File: src/sv/ssd_pkg.sv
// Shared types, constants and the character table of the seven-segment scan driver.
// No dependencies; ssd_front and the top level import this package.
package ssd_pkg;

    localparam int SEGMENTS   = 8;
    localparam int DIGITS     = 3;
    localparam int SEG_IDX_W  = 3;
    localparam int DIGIT_W    = 2;
    localparam int CODE_W     = 5;
    localparam int NUMBER_W   = 16;
    localparam int POSITION_W = 2;
    localparam int SEG_W      = 8;

    localparam logic [CODE_W-1:0] MINUS_CODE = 5'd20;
    localparam logic [SEG_W-1:0]  SEG_MASK   = 8'((9'd1 << SEGMENTS) - 9'd1);

    // x / 1000 == (x * DIV1000_K) >> DIV1000_SHIFT for any 16-bit x
    localparam logic [16:0] DIV1000_K     = 17'd67109;
    localparam int          DIV1000_SHIFT = 26;

    typedef enum logic [1:0] {
        KIND_TICK  = 2'd0,
        KIND_LOAD  = 2'd1,
        KIND_BLINK = 2'd2,
        KIND_CODE  = 2'd3
    } t_kind;

    typedef enum logic {
        CFG_BLINK_ENABLE = 1'b0,
        CFG_SCAN_MODE    = 1'b1
    } t_cfg_index;

    typedef struct packed {
        t_kind                 kind;
        logic [NUMBER_W-1:0]   number;
        logic [POSITION_W-1:0] position;
        logic [CODE_W-1:0]     char_code;
    } t_item;

    // one item plus the partial results of the decimal split
    typedef struct packed {
        t_item      item;
        logic [6:0] q;      // number / 1000
        logic [9:0] r;      // number % 1000
        logic [3:0] h;      // hundreds
        logic [6:0] rem;    // r % 100
        logic [3:0] t;      // tens
        logic [3:0] u;      // units
    } t_stage;

    function automatic logic [SEG_W-1:0] glyph(input logic [CODE_W-1:0] code);
        logic [SEG_W-1:0] p;
        case (code)
            5'd0:    p = 8'h3F;
            5'd1:    p = 8'h06;
            5'd2:    p = 8'h5B;
            5'd3:    p = 8'h4F;
            5'd4:    p = 8'h66;
            5'd5:    p = 8'h6D;
            5'd6:    p = 8'h7D;
            5'd7:    p = 8'h07;
            5'd8:    p = 8'h7F;
            5'd9:    p = 8'h6F;
            5'd10:   p = 8'h00;
            5'd11:   p = 8'h3E;
            5'd12:   p = 8'h1C;
            5'd13:   p = 8'h73;
            5'd14:   p = 8'h5E;
            5'd15:   p = 8'h54;
            5'd16:   p = 8'h78;
            5'd17:   p = 8'h39;
            5'd18:   p = 8'h77;
            5'd19:   p = 8'h38;
            5'd20:   p = 8'h40;
            5'd21:   p = 8'h79;
            5'd22:   p = 8'h71;
            default: p = 8'h00;
        endcase
        return p;
    endfunction

endpackage

File: src/sv/ssd_front.sv
// Input pipeline: registers each item and splits the load number into decimal digits.
// Depends on ssd_pkg.
module ssd_front (
    input  logic           i_clk,
    input  logic           i_rst_n,
    input  logic           i_valid,
    output logic           o_ready,
    input  ssd_pkg::t_item i_item,
    output logic           o_valid,
    output ssd_pkg::t_stage o_stage,
    input  logic           i_take
);
    import ssd_pkg::*;

    localparam int STAGES = 5;

    logic   [STAGES-1:0] r_valid;
    logic   [STAGES-1:0] n_valid;
    logic   [STAGES-1:0] w_adv;
    logic   [STAGES-1:0] w_load;
    t_stage              r_stage [STAGES];
    t_stage              n_stage [STAGES];

    logic [32:0] w_prod;
    logic [15:0] w_q1000;
    logic [15:0] w_r16;
    logic [15:0] w_hprod;
    logic [13:0] w_tprod;

    // handshake chain, collapses bubbles
    always_comb begin
        w_adv[STAGES-1] = r_valid[STAGES-1] && i_take;
        for (int k = STAGES - 2; k >= 0; k--) begin
            w_adv[k] = r_valid[k] && (!r_valid[k+1] || w_adv[k+1]);
        end
        o_ready   = !r_valid[0] || w_adv[0];
        w_load[0] = i_valid && o_ready;
        for (int k = 1; k < STAGES; k++) begin
            w_load[k] = w_adv[k-1];
        end
        for (int k = 0; k < STAGES; k++) begin
            n_valid[k] = w_load[k] ? 1'b1 : (w_adv[k] ? 1'b0 : r_valid[k]);
        end
    end

    // decimal split, one short step per stage
    always_comb begin
        w_prod  = 33'(r_stage[0].item.number) * 33'(DIV1000_K);
        w_q1000 = 16'(r_stage[1].q) * 16'd1000;
        w_r16   = r_stage[1].item.number - w_q1000;
        w_hprod = 16'(r_stage[2].r) * 16'd41;
        w_tprod = 14'(r_stage[3].rem) * 14'd103;

        n_stage[0]      = '0;
        n_stage[0].item = i_item;

        n_stage[1]      = r_stage[0];
        n_stage[1].q    = w_prod[DIV1000_SHIFT +: 7];

        n_stage[2]      = r_stage[1];
        n_stage[2].r    = w_r16[9:0];

        n_stage[3]      = r_stage[2];
        n_stage[3].h    = w_hprod[15:12];
        n_stage[3].rem  = 7'(r_stage[2].r - 10'(w_hprod[15:12]) * 10'd100);

        n_stage[4]      = r_stage[3];
        n_stage[4].t    = w_tprod[13:10];
        n_stage[4].u    = 4'(r_stage[3].rem - 7'(w_tprod[13:10]) * 7'd10);
    end

    always_ff @(posedge i_clk) begin
        if (!i_rst_n) begin
            r_valid <= '0;
        end else begin
            r_valid <= n_valid;
        end
    end

    always_ff @(posedge i_clk) begin
        for (int k = 0; k < STAGES; k++) begin
            if (w_load[k]) begin
                r_stage[k] <= n_stage[k];
            end
        end
    end

    assign o_valid = r_valid[STAGES-1];
    assign o_stage = r_stage[STAGES-1];

endmodule

File: src/sv/seven_segment_scan_driver_top.sv
// Top level of the three-digit multiplexed seven-segment scan driver.
// Depends on ssd_pkg and ssd_front.
//
//  channel   direction  handshake               payload
//  s_*       in         s_tvalid / s_tready     tdata: number, position, char_code; tuser: kind
//  m_*       out        m_tvalid / m_tready     tdata: segments, digit_select
//  i_cfg_*   in         i_cfg_valid / o_cfg_ready  index 0 blink_enable, 1 scan_mode
//
//  One item per cycle sustained while no waiting result stalls a tick item. An accepted
//  item passes five front registers (decimal split), then the display state and the
//  output register load on the same edge when a tick item is taken.
//  Synchronous active-low reset: codes to minus, scan position and phase to zero.
//  A waiting result stalls only tick items at the state stage; the output
//  register frees in the same cycle it is taken. Config is always ready.
module seven_segment_scan_driver_top (
    input  logic        i_clk,
    input  logic        i_rst_n,
    input  logic        s_tvalid,
    output logic        s_tready,
    input  logic [23:0] s_tdata,    // number[15:0], position[17:16], char_code[22:18], zero
    input  logic [1:0]  s_tuser,    // kind[1:0]
    output logic        m_tvalid,
    input  logic        m_tready,
    output logic [15:0] m_tdata,    // segments[7:0], digit_select[10:8], zero
    input  logic        i_cfg_valid,
    output logic        o_cfg_ready,
    input  logic        i_cfg_index,
    input  logic        i_cfg_data
);
    import ssd_pkg::*;

    t_item  w_in;
    logic   w_fv;
    t_stage w_fs;
    logic   w_take;
    logic   w_out_free;

    logic                   r_blink_en;
    logic                   r_scan_mode;
    logic [CODE_W-1:0]      r_codes [DIGITS];
    logic [CODE_W-1:0]      n_codes [DIGITS];
    logic [SEG_IDX_W-1:0]   r_seg;
    logic [SEG_IDX_W-1:0]   n_seg;
    logic [DIGIT_W-1:0]     r_digit;
    logic [DIGIT_W-1:0]     n_digit;
    logic                   r_phase;
    logic                   n_phase;

    logic                   r_out_valid;
    logic [SEG_W-1:0]       r_out_segs;
    logic [DIGITS-1:0]      r_out_sel;

    logic [DIGIT_W-1:0]     w_d_cur;
    logic [DIGIT_W-1:0]     w_d_inc;
    logic [DIGIT_W-1:0]     w_d_show;
    logic [SEG_IDX_W:0]     w_seg_inc;
    logic [SEG_IDX_W-1:0]   w_seg_show;
    logic [SEG_W-1:0]       w_pattern;
    logic [SEG_W-1:0]       w_segs;
    logic [DIGITS-1:0]      w_sel;

    assign w_in.kind      = t_kind'(s_tuser);
    assign w_in.number    = s_tdata[15:0];
    assign w_in.position  = s_tdata[17:16];
    assign w_in.char_code = s_tdata[22:18];

    ssd_front u_front (
        .i_clk   (i_clk),
        .i_rst_n (i_rst_n),
        .i_valid (s_tvalid),
        .o_ready (s_tready),
        .i_item  (w_in),
        .o_valid (w_fv),
        .o_stage (w_fs),
        .i_take  (w_take)
    );

    assign w_out_free = !r_out_valid || m_tready;
    assign w_take     = w_fv && ((w_fs.item.kind != KIND_TICK) || w_out_free);

    // scan step
    always_comb begin
        w_d_cur   = (r_digit >= DIGIT_W'(DIGITS)) ? '0 : r_digit;
        w_d_inc   = (w_d_cur == DIGIT_W'(DIGITS - 1)) ? '0 : w_d_cur + DIGIT_W'(1);
        w_seg_inc = {1'b0, r_seg} + (SEG_IDX_W+1)'(1);
        if (!r_scan_mode) begin
            if (w_seg_inc >= (SEG_IDX_W+1)'(SEGMENTS)) begin
                w_seg_show = '0;
                w_d_show   = w_d_inc;
            end else begin
                w_seg_show = w_seg_inc[SEG_IDX_W-1:0];
                w_d_show   = w_d_cur;
            end
            w_pattern = glyph(r_codes[w_d_show]);
            w_segs    = w_pattern & (SEG_W'(1) << w_seg_show) & SEG_MASK;
        end else begin
            w_seg_show = r_seg;
            w_d_show   = w_d_cur;
            w_pattern  = glyph(r_codes[w_d_show]);
            w_segs     = w_pattern & SEG_MASK;
        end
        w_sel = DIGITS'(1) << w_d_show;
        if (r_blink_en && !r_phase) begin
            w_sel = '0;
        end
    end

    always_comb begin
        n_codes = r_codes;
        n_seg   = r_seg;
        n_digit = r_digit;
        n_phase = r_phase;
        if (w_take) begin
            unique case (w_fs.item.kind)
                KIND_TICK: begin
                    n_seg   = w_seg_show;
                    n_digit = r_scan_mode ? w_d_inc : w_d_show;
                end
                KIND_LOAD: begin
                    n_codes[0] = CODE_W'(w_fs.h);
                    n_codes[1] = CODE_W'(w_fs.t);
                    n_codes[2] = CODE_W'(w_fs.u);
                end
                KIND_BLINK: begin
                    n_phase = !r_phase;
                end
                KIND_CODE: begin
                    if (w_fs.item.position < POSITION_W'(DIGITS)) begin
                        n_codes[w_fs.item.position[DIGIT_W-1:0]] = w_fs.item.char_code;
                    end
                end
                default: begin
                end
            endcase
        end
    end

    always_ff @(posedge i_clk) begin
        if (!i_rst_n) begin
            for (int i = 0; i < DIGITS; i++) begin
                r_codes[i] <= MINUS_CODE;
            end
            r_seg       <= '0;
            r_digit     <= '0;
            r_phase     <= 1'b0;
            r_blink_en  <= 1'b0;
            r_scan_mode <= 1'b1;
            r_out_valid <= 1'b0;
        end else begin
            r_codes <= n_codes;
            r_seg   <= n_seg;
            r_digit <= n_digit;
            r_phase <= n_phase;
            if (i_cfg_valid) begin
                unique case (t_cfg_index'(i_cfg_index))
                    CFG_BLINK_ENABLE: r_blink_en  <= i_cfg_data;
                    CFG_SCAN_MODE:    r_scan_mode <= i_cfg_data;
                    default: begin
                    end
                endcase
            end
            if (w_take && (w_fs.item.kind == KIND_TICK)) begin
                r_out_valid <= 1'b1;
            end else if (m_tready) begin
                r_out_valid <= 1'b0;
            end
        end
    end

    always_ff @(posedge i_clk) begin
        if (w_take && (w_fs.item.kind == KIND_TICK)) begin
            r_out_segs <= w_segs;
            r_out_sel  <= w_sel;
        end
    end

    assign o_cfg_ready = 1'b1;
    assign m_tvalid    = r_out_valid;
    assign m_tdata     = {5'b0, r_out_sel, r_out_segs};

endmodule

File: config.mk
export PLATFORM = sky130hd
export DESIGN_NAME = seven_segment_scan_driver_top
export DESIGN_NICKNAME = d
export VERILOG_FILES = /design/src/sv/ssd_pkg.sv /design/src/sv/ssd_front.sv /design/src/sv/seven_segment_scan_driver_top.sv
export SDC_FILE = /design/constraint.sdc
export NUM_CORES = 1
export LEC_CHECK = 0
export BUFFER_PORTS_ARGS = -buffer_cell sky130_fd_sc_hd__buf_2
export CORE_MARGIN = 3
export CORE_UTILIZATION = 56
export CTS_BUF_LIST = sky130_fd_sc_hd__clkbuf_4
export DETAILED_ROUTE_END_ITERATION = 10
export PLACE_DENSITY_LB_ADDON = 0.3
export SLEW_MARGIN = 10
export SYNTH_ARGS = -nofsm -noshare
export SYNTH_HDL_FRONTEND = slang
export SYNTH_SLANG_ARGS = --single-unit
File: constraint.sdc
create_clock -name i_clk -period 5 [get_ports i_clk]
set_clock_uncertainty 0.05 [all_clocks]
set_input_delay 1.25 -clock i_clk [delete_from_list [all_inputs] [get_ports i_clk]]
set_output_delay 1.25 -clock i_clk [all_outputs]
set_load 0.02 [all_outputs]
==> flow_summary.json, run 1 <==
{
  "reg2reg_to": "u_front.r_stage[0][96]$_DFFE_PP_",
  "cts_hold_buffers": 0,
  "clkTransAtPathRegs_ps": 140,
  "crit_fanout": 2,
  "min_to": "u_front.r_stage[0][304]$_DFFE_PP_",
  "r2r_start": "u_front.r_stage[0][56]$_DFFE_PP_",
  "peakVddDrop_mv": 0.492,
  "layout.cells.most_common": "ha_1",
  "hold_path.class": "register to register",
  "totalWireLength_um": 21200,
  "synth_edf_count": 121,
  "dp_hpwl_um": 17100,
  "yosysSeqAreaShare_pct": 36.2,
  "routedWlPerCell_um": 15.4,
  "yosys_warnings": 0,
  "syn_area_per_cell_um2": 11.5,
  "fp.dieW_um": 150,
  "clkSinkCount": 150,
  "start_util_pct": 57.3,
  "min_from": "u_front.r_stage[0][243]$_DFFE_PP_",
  "synth_flop_cell": "edfxtp_1",
  "drt_iter0_drc": 409,
  "area_growth_syn_to_layout_pct": 9.70,
  "rr_worst_depth": 16,
  "critPathTopFamily": "adder cells",
  "place.gp.congestion": 0.838,
  "dieArea_um2": 22500,
  "hold_depth": 0,
  "ios": 52,
  "detail_route.first_pass.iterations": 5,
  "required_ps": 5280,
  "slowest_stage": "fa_1",
  "critPathKind": "register to register",
  "die_h_um": 150,
  "finalPower_uw": 5330,
  "preCtsSetupSlack_ps": -40.0,
  "rsz0062_at_grt": "true",
  "grt_max_degree": 30,
  "final_hold_viol_count": 0,
  "gr-total-overflow": 0,
  "fmax_mhz": 203,
  "ys_types": 69,
  "regToRegSetupSlack_ps": 70,
  "total_leakage_power_uw": 0.00609,
  "avgViaCountPerCell": 5.52,
  "worst_pin_slew_ps": 1100,
  "power_density_nw_per_um2": 418,
  "vias": 7609,
  "yosys_register_bits": 150,
  "cts-htree-levels": 4,
  "utilization_pct": 62.9,
  "grt_pass1_vias": 7691,
  "fin_ws_ps": 69.4,
  "synthArstFlopShare_pct": 0,
  "io_buffers": 43,
  "period_share_pct": 98.6,
  "cp.arrival_ps": 5220,
  "period_needed_ps": 4930,
  "core.rowCount": 52,
  "drcViolationCount": 0,
  "antenna_found_initial": 1,
  "core-area_um2": 20300,
  "path_buf_inv": 2,
  "cts_tree": "built",
  "synthCells": 1008,
  "maxCapViolations": 0,
  "maxSlewViolCount": 0,
  "setup_viol": 0,
  "clockBufferDepth": 2,
  "nets": 1425,
  "grtUsageTotal_pct": 20.0,
  "insertion_delay_ps": 580,
  "cp-start-kind": "register",
  "outcome": "complete, no violations",
  "endpoint_kind": "register",
  "max_slew_margin_pct": 26.5,
  "grt_pass1_wl_um": 35700,
  "worstPathCellList": "ha_2 -> fa_2 -> inv_2 -> fa_2 -> inv_2 -> fa_1 -> fa_1 -> ha_4 -> ha_4 -> a211oi_2 -> o21a_1 -> o21ai_1 -> a221o_1 -> o2111ai_2 -> nand3b_1 -> a31o_2",
  "fin_tns_setup_ps": 0,
  "syn_area_um2": 11600,
  "drt.antenna.violating_nets": 0,
  "layout-drive-gt1-share_pct": 14.7,
  "final_cell_mix": "ha_1 (233), inv_1 (158), edfxtp_1 (121), fa_1 (53), nand2_1 (46)",
  "slowest_delay_ps": 570,
  "cts-buffers-inserted": 17,
  "cts-root-buf": "clkbuf_4"
}
state kept, by name (all words and copies together) (netlist names):
name and flops:
u_front.r_stage 111, r_out_segs 7, u_front.r_valid 5, r_digit 2
r_codes 15, r_blink_en 1, r_out_sel 3, r_scan_mode 1
m_tvalid 1, r_seg 3, r_phase 1
synthesized netlist by cell type (8+ instances only):
master      n  area [um^2]
fa_1       55         1100
a22oi_1    14          105
xor2_1     10         87.6
edfxtp_1  121         3630
nor2b_1    11         68.8
nand2_1    46          173
dfxtp_1    29          581
a21oi_1    43          215
o211a_1    12          120
nand3_1    17         85.1
xnor2_1    25          219
clkbuf_1    9         33.8
mux2i_1     9         90.1
ha_1      242         3030
o21ai_0    27          135
inv_1     161          604
a21o_1     14          105
a211oi_1    8         60.1
nor2_1     24         90.1
kinds of logic (layout without fill, tap and decap cells):
kind of cell	Yosys count	in the layout	share of synthesized area (%)
compound gates	184	184	11.2
flops	150	150	36.2
mux	16	16	1.68
simple gates	136	136	5.84
buf+inv	187	282	6.75
xor+xnor	36	36	2.83
other cells	2	8	0.0645
fa+ha+maj	297	297	35.5
what timing repair did:
| item | 4_1_cts | 5_1_grt |
|---|---|---|
| gates resized for setup | 4 | 21 |
| pin swaps | 8 | 23 |
| setup endpoints to repair | 4 | 7 |
| buffers inserted | 3 | 6 |
where the power goes:
part	internal, uW	switching [uW]	leakage [uW]	total, uW
logic	1490	1580	0.00458	3070
registers	1530	46.9	0.00136	1570
clock network	231	459	0.000146	689
layout make-up:
cell class	instances	area, um^2
well taps	270	338
diodes	1	2.50
multi-input cells	676	6800
fillers	1650	7530
repair buffers	88	551
clock buffers	21	158
flip-flops and latches	150	4210
inverters	162	608
clock inverters	11	93.8
metrics by stage:
stage	area [um^2]	hold WS, ps	cells
floorplan	11700	350	1013
global placement	12300	351	1336
detailed placement	12300	355	1336
CTS	12600	380	1371
global route	12800	381	1379
finish	12800	372	1379
how the worst max path moves through the flow:
| stage | depth (start not counted) | to | startpoint | slack (ps) |
|---|---|---|---|---|
| floorplan | 16 | u_front.r_stage[0][96]$_DFFE_PP_ | u_front.r_stage[0][58]$_DFFE_PP_ | 20 |
| global placement | 16 | u_front.r_stage[0][96]$_DFFE_PP_ | u_front.r_stage[0][58]$_DFFE_PP_ | 30 |
| detailed placement | 18 | u_front.r_stage[0][247]$_DFFE_PP_ | u_front.r_stage[0][196]$_DFFE_PP_ | -40 |
| CTS | 16 | u_front.r_stage[0][96]$_DFFE_PP_ | u_front.r_stage[0][58]$_DFFE_PP_ | 2 |
| global route | 17 | u_front.r_stage[0][93]$_DFFE_PP_ | u_front.r_stage[0][58]$_DFFE_PP_ | -50 |
| finish | 16 | u_front.r_stage[0][96]$_DFFE_PP_ | u_front.r_stage[0][56]$_DFFE_PP_ | 70 |
worst reg2reg max path: cells and delay by family, from the launching register on:
| family | cells | cell delay (ps) |
|---|---|---|
| DFF | 1 | 420 |
| adders and majority gates | 7 | 2810 |
| AOI/OAI and AO/OA | 6 | 1200 |
| and+or+nand+nor | 1 | 150 |
| buffers and inverters | 2 | 90 |
per-layer routing:
metal | wire [um] | global-route usage [%] | vias up
li1 | - | - | 3763
met1 | 8820 | 24.3 | 3652
met2 | 11000 | 36.0 | 159
met3 | 832 | 3.55 | 35
met4 | 557 | 7.00 | 0
met5 | 0 | 0 | -
No activity file was read; power rests on OpenSTA's default activity.
==> run 2: changes to the inputs <==
CORE_MARGIN = 2   (was 3)
SETUP_SLACK_MARGIN = 0.2   (was unset)
clock period = 4.85 ns   (was 5 ns; I/O delays follow)
==> run 2 against run 1 <==
Effect of this change:
- the flow now finishes with violations (setup timing)
- register-to-register slack got worse by 120 ps
- count of clock-buffer cells in the layout down 3
- combinational power increased by 16%
- sequential power rose by 3%
- non-clock buffer count grew 20
- sequential share of layout area fell by 1.1 points
- flip-flop and latch count stayed put
- core utilization rose by 2.3 points
- final area grew 3.6%
- setup slack got worse by 120 ps
- global-route usage rose by 0.80 points
- critical endpoint unchanged
==> flow_summary.json, run 2 (synthesized netlist as in run 1, its figures left out) <==
{
  "largest_registers": "u_front.r_stage: 111 flops, r_codes: 15 flops, r_out_segs: 7 flops",
  "maxSlewViolCount": 0,
  "hold_depth": 0,
  "fin_ws_ps": -47.8,
  "core.rowCount": 52,
  "cts_tree": "built",
  "drcViolationCount": 0,
  "critPathKind": "register to register",
  "crit_fanout": 4,
  "ios": 52,
  "totalWireLength_um": 21800,
  "endpoint_kind": "register",
  "cts-buffers-inserted": 17,
  "layout-drive-gt1-share_pct": 19.1,
  "grt_pass1_wl_um": 36200,
  "period_share_pct": 101,
  "clkSinkCount": 150,
  "nets": 1445,
  "rr_worst_depth": 16,
  "p_switching_uw": 2340,
  "worstPathCellList": "buf_4 -> ha_1 -> fa_1 -> inv_1 -> fa_1 -> inv_1 -> fa_1 -> ha_1 -> ha_2 -> o21ai_2 -> o21a_1 -> o21ai_1 -> a221o_1 -> o2111ai_2 -> nand3b_1 -> a31o_2",
  "period_needed_ps": 4900,
  "largest_register_ffs": 111,
  "final_cell_mix": "ha_1 (221), inv_1 (154), edfxtp_1 (121), buf_4 (62), fa_1 (52)",
  "outcome": "finished, violations left",
  "power.internal_uw": 3660,
  "fp.dieW_um": 148,
  "cp-start-kind": "register",
  "maxCapViolations": 0,
  "core-area_um2": 20300,
  "slowest_stage": "fa_1",
  "rsz0062_at_grt": "true",
  "layout.cells.most_common": "ha_1",
  "seq_power_share_pct": 27.0,
  "swShare_pct": 39.0,
  "cts-htree-levels": 4,
  "die_h_um": 148,
  "area_growth_syn_to_layout_pct": 13.6,
  "io_buffers": 43,
  "min_from": "u_front.r_stage[0][243]$_DFFE_PP_",
  "r2r_start": "u_front.r_stage[0][55]$_DFFE_PP_",
  "cp.arrival_ps": 5190,
  "antenna_found_initial": 1,
  "fmax_mhz": 204,
  "cts-root-buf": "clkbuf_4",
  "regToRegSetupSlack_ps": -50,
  "vias": 7685,
  "violations": "setup timing",
  "setup_viol": 3,
  "clkTransAtPathRegs_ps": 130,
  "dp_hpwl_um": 16800,
  "insertion_delay_ps": 580,
  "critPathMostFrequentCell": "fa_1",
  "reg2reg_to": "u_front.r_stage[0][96]$_DFFE_PP_",
  "slowest_delay_ps": 550,
  "required_ps": 5140,
  "grt_pass1_vias": 7836,
  "max_slew_margin_pct": 29.1,
  "critPathLaunch": "u_front.r_stage[0][55]$_DFFE_PP_",
  "drt_iter0_drc": 410,
  "cts_hold_buffers": 0,
  "drt.antenna.violating_nets": 0,
  "grtUsageTotal_pct": 20.8,
  "routedWlPerCell_um": 15.6,
  "hold_path.class": "register to register",
  "detail_route.first_pass.iterations": 8,
  "fin_tns_setup_ps": -79.0,
  "pwr-share-comb_pct": 59.5,
  "dieArea_um2": 22000,
  "final_cell_count_no_fill": 1399,
  "min_to": "u_front.r_stage[0][304]$_DFFE_PP_",
  "clkPwrFrac_pct": 13.5,
  "dp.cells": 1346,
  "holdWs_ps": 372,
  "peakVddDrop_mv": 0.510,
  "place.gp.congestion": 0.863,
  "top_register": "u_front.r_stage",
  "total_leakage_power_uw": 0.00623,
  "power_density_nw_per_um2": 454,
  "n_fill_cell": 1620,
  "clockBufferDepth": 2,
  "worst_pin_slew_ps": 1060,
  "avgViaCountPerCell": 5.49,
  "final_hold_viol_count": 0,
  "grt_max_degree": 30,
  "gr-total-overflow": 0,
  "start_util_pct": 57.3
}
==> run 2: cell count changes in the layout (fill, tap and decap cells not counted), sizes merged <==
cell    delta
clkbuf     -3
buf       +20
clkinv     -1
bufinv     +2
inv        +2
==> run 2: critical path, delay by kind of cell, from the launching register on <==
| kind | cells | cell delay, ps |
|---|---|---|
| buffers and inverters | 3 | 300 |
| and+or+nand+nor | 1 | 140 |
| adders and majority gates | 6 | 2460 |
| DFF | 1 | 500 |
| AOI/OAI and AO/OA | 6 | 1220 |
==> run 2: worst max path at each step <==
stage                                             endpoint  slack, ps  depth (start not counted)
after floorplan           u_front.r_stage[0][96]$_DFFE_PP_         30                         16
after global placement    u_front.r_stage[0][96]$_DFFE_PP_        -30                         16
after detailed placement  u_front.r_stage[0][96]$_DFFE_PP_        -60                         16
after CTS                 u_front.r_stage[0][96]$_DFFE_PP_        -70                         16
after global routing      u_front.r_stage[0][96]$_DFFE_PP_       -190                         16
final                     u_front.r_stage[0][96]$_DFFE_PP_        -50                         16
==> run 2: power groups by stage <==
| stage | sequential, uW | clock [uW] | combinational [uW] |
|---|---|---|---|
| 2_1_floorplan | 1640 | 0 | 2280 |
| 3_3_place_gp | 1650 | 0 | 2910 |
| 3_5_place_dp | 1650 | 0 | 3010 |
| 4_1_cts | 1620 | 836 | 3210 |
| 5_1_grt | 1630 | 888 | 4060 |
| 6_report | 1620 | 812 | 3570 |
==> run 2: per-stage QoR <==
step	util [%]	area (um^2)	setup slack [ps]	total power [uW]
after floorplan	-	11700	27.5	3920
final	65.2	13200	-47.8	6010
after CTS	63.7	12900	-69.8	5670
after global placement	61.3	12400	-31.5	4560
after detailed placement	61.3	12400	-60.2	4660
after global routing	65.2	13200	-190	6580
==> run 2: layout make-up <==
type / count / area [um^2] / area share [%]
Timing Repair Buffer: 108 / 714 / 5.40
Tap cell: 270 / 338 / 2.55
Sequential cell: 150 / 4210 / 31.9
Multi-Input combinational cell: 676 / 7050 / 53.3
Inverter: 162 / 611 / 4.62
Clock buffer: 18 / 135 / 1.02
Clock inverter: 14 / 164 / 1.24
Antenna cell: 1 / 2.50 / 0.0189
==> run 2: what timing repair did <==
action                     in CTS  in global routing
setup endpoints to repair       8                 10
pin swaps                      18                 39
setup buffers                  12                  8
gates resized for setup        15                 42
==> run 2: layer usage <==
layer	share of wire (%)	wire length, um	global-route usage [%]	vias up
met5	0	0	0	-
met4	1.3	289	5.67	0
met3	4.2	905	4.23	28
met2	53	11600	38.5	150
met1	41	8950	24.7	3713
li1	-	-	-	3794
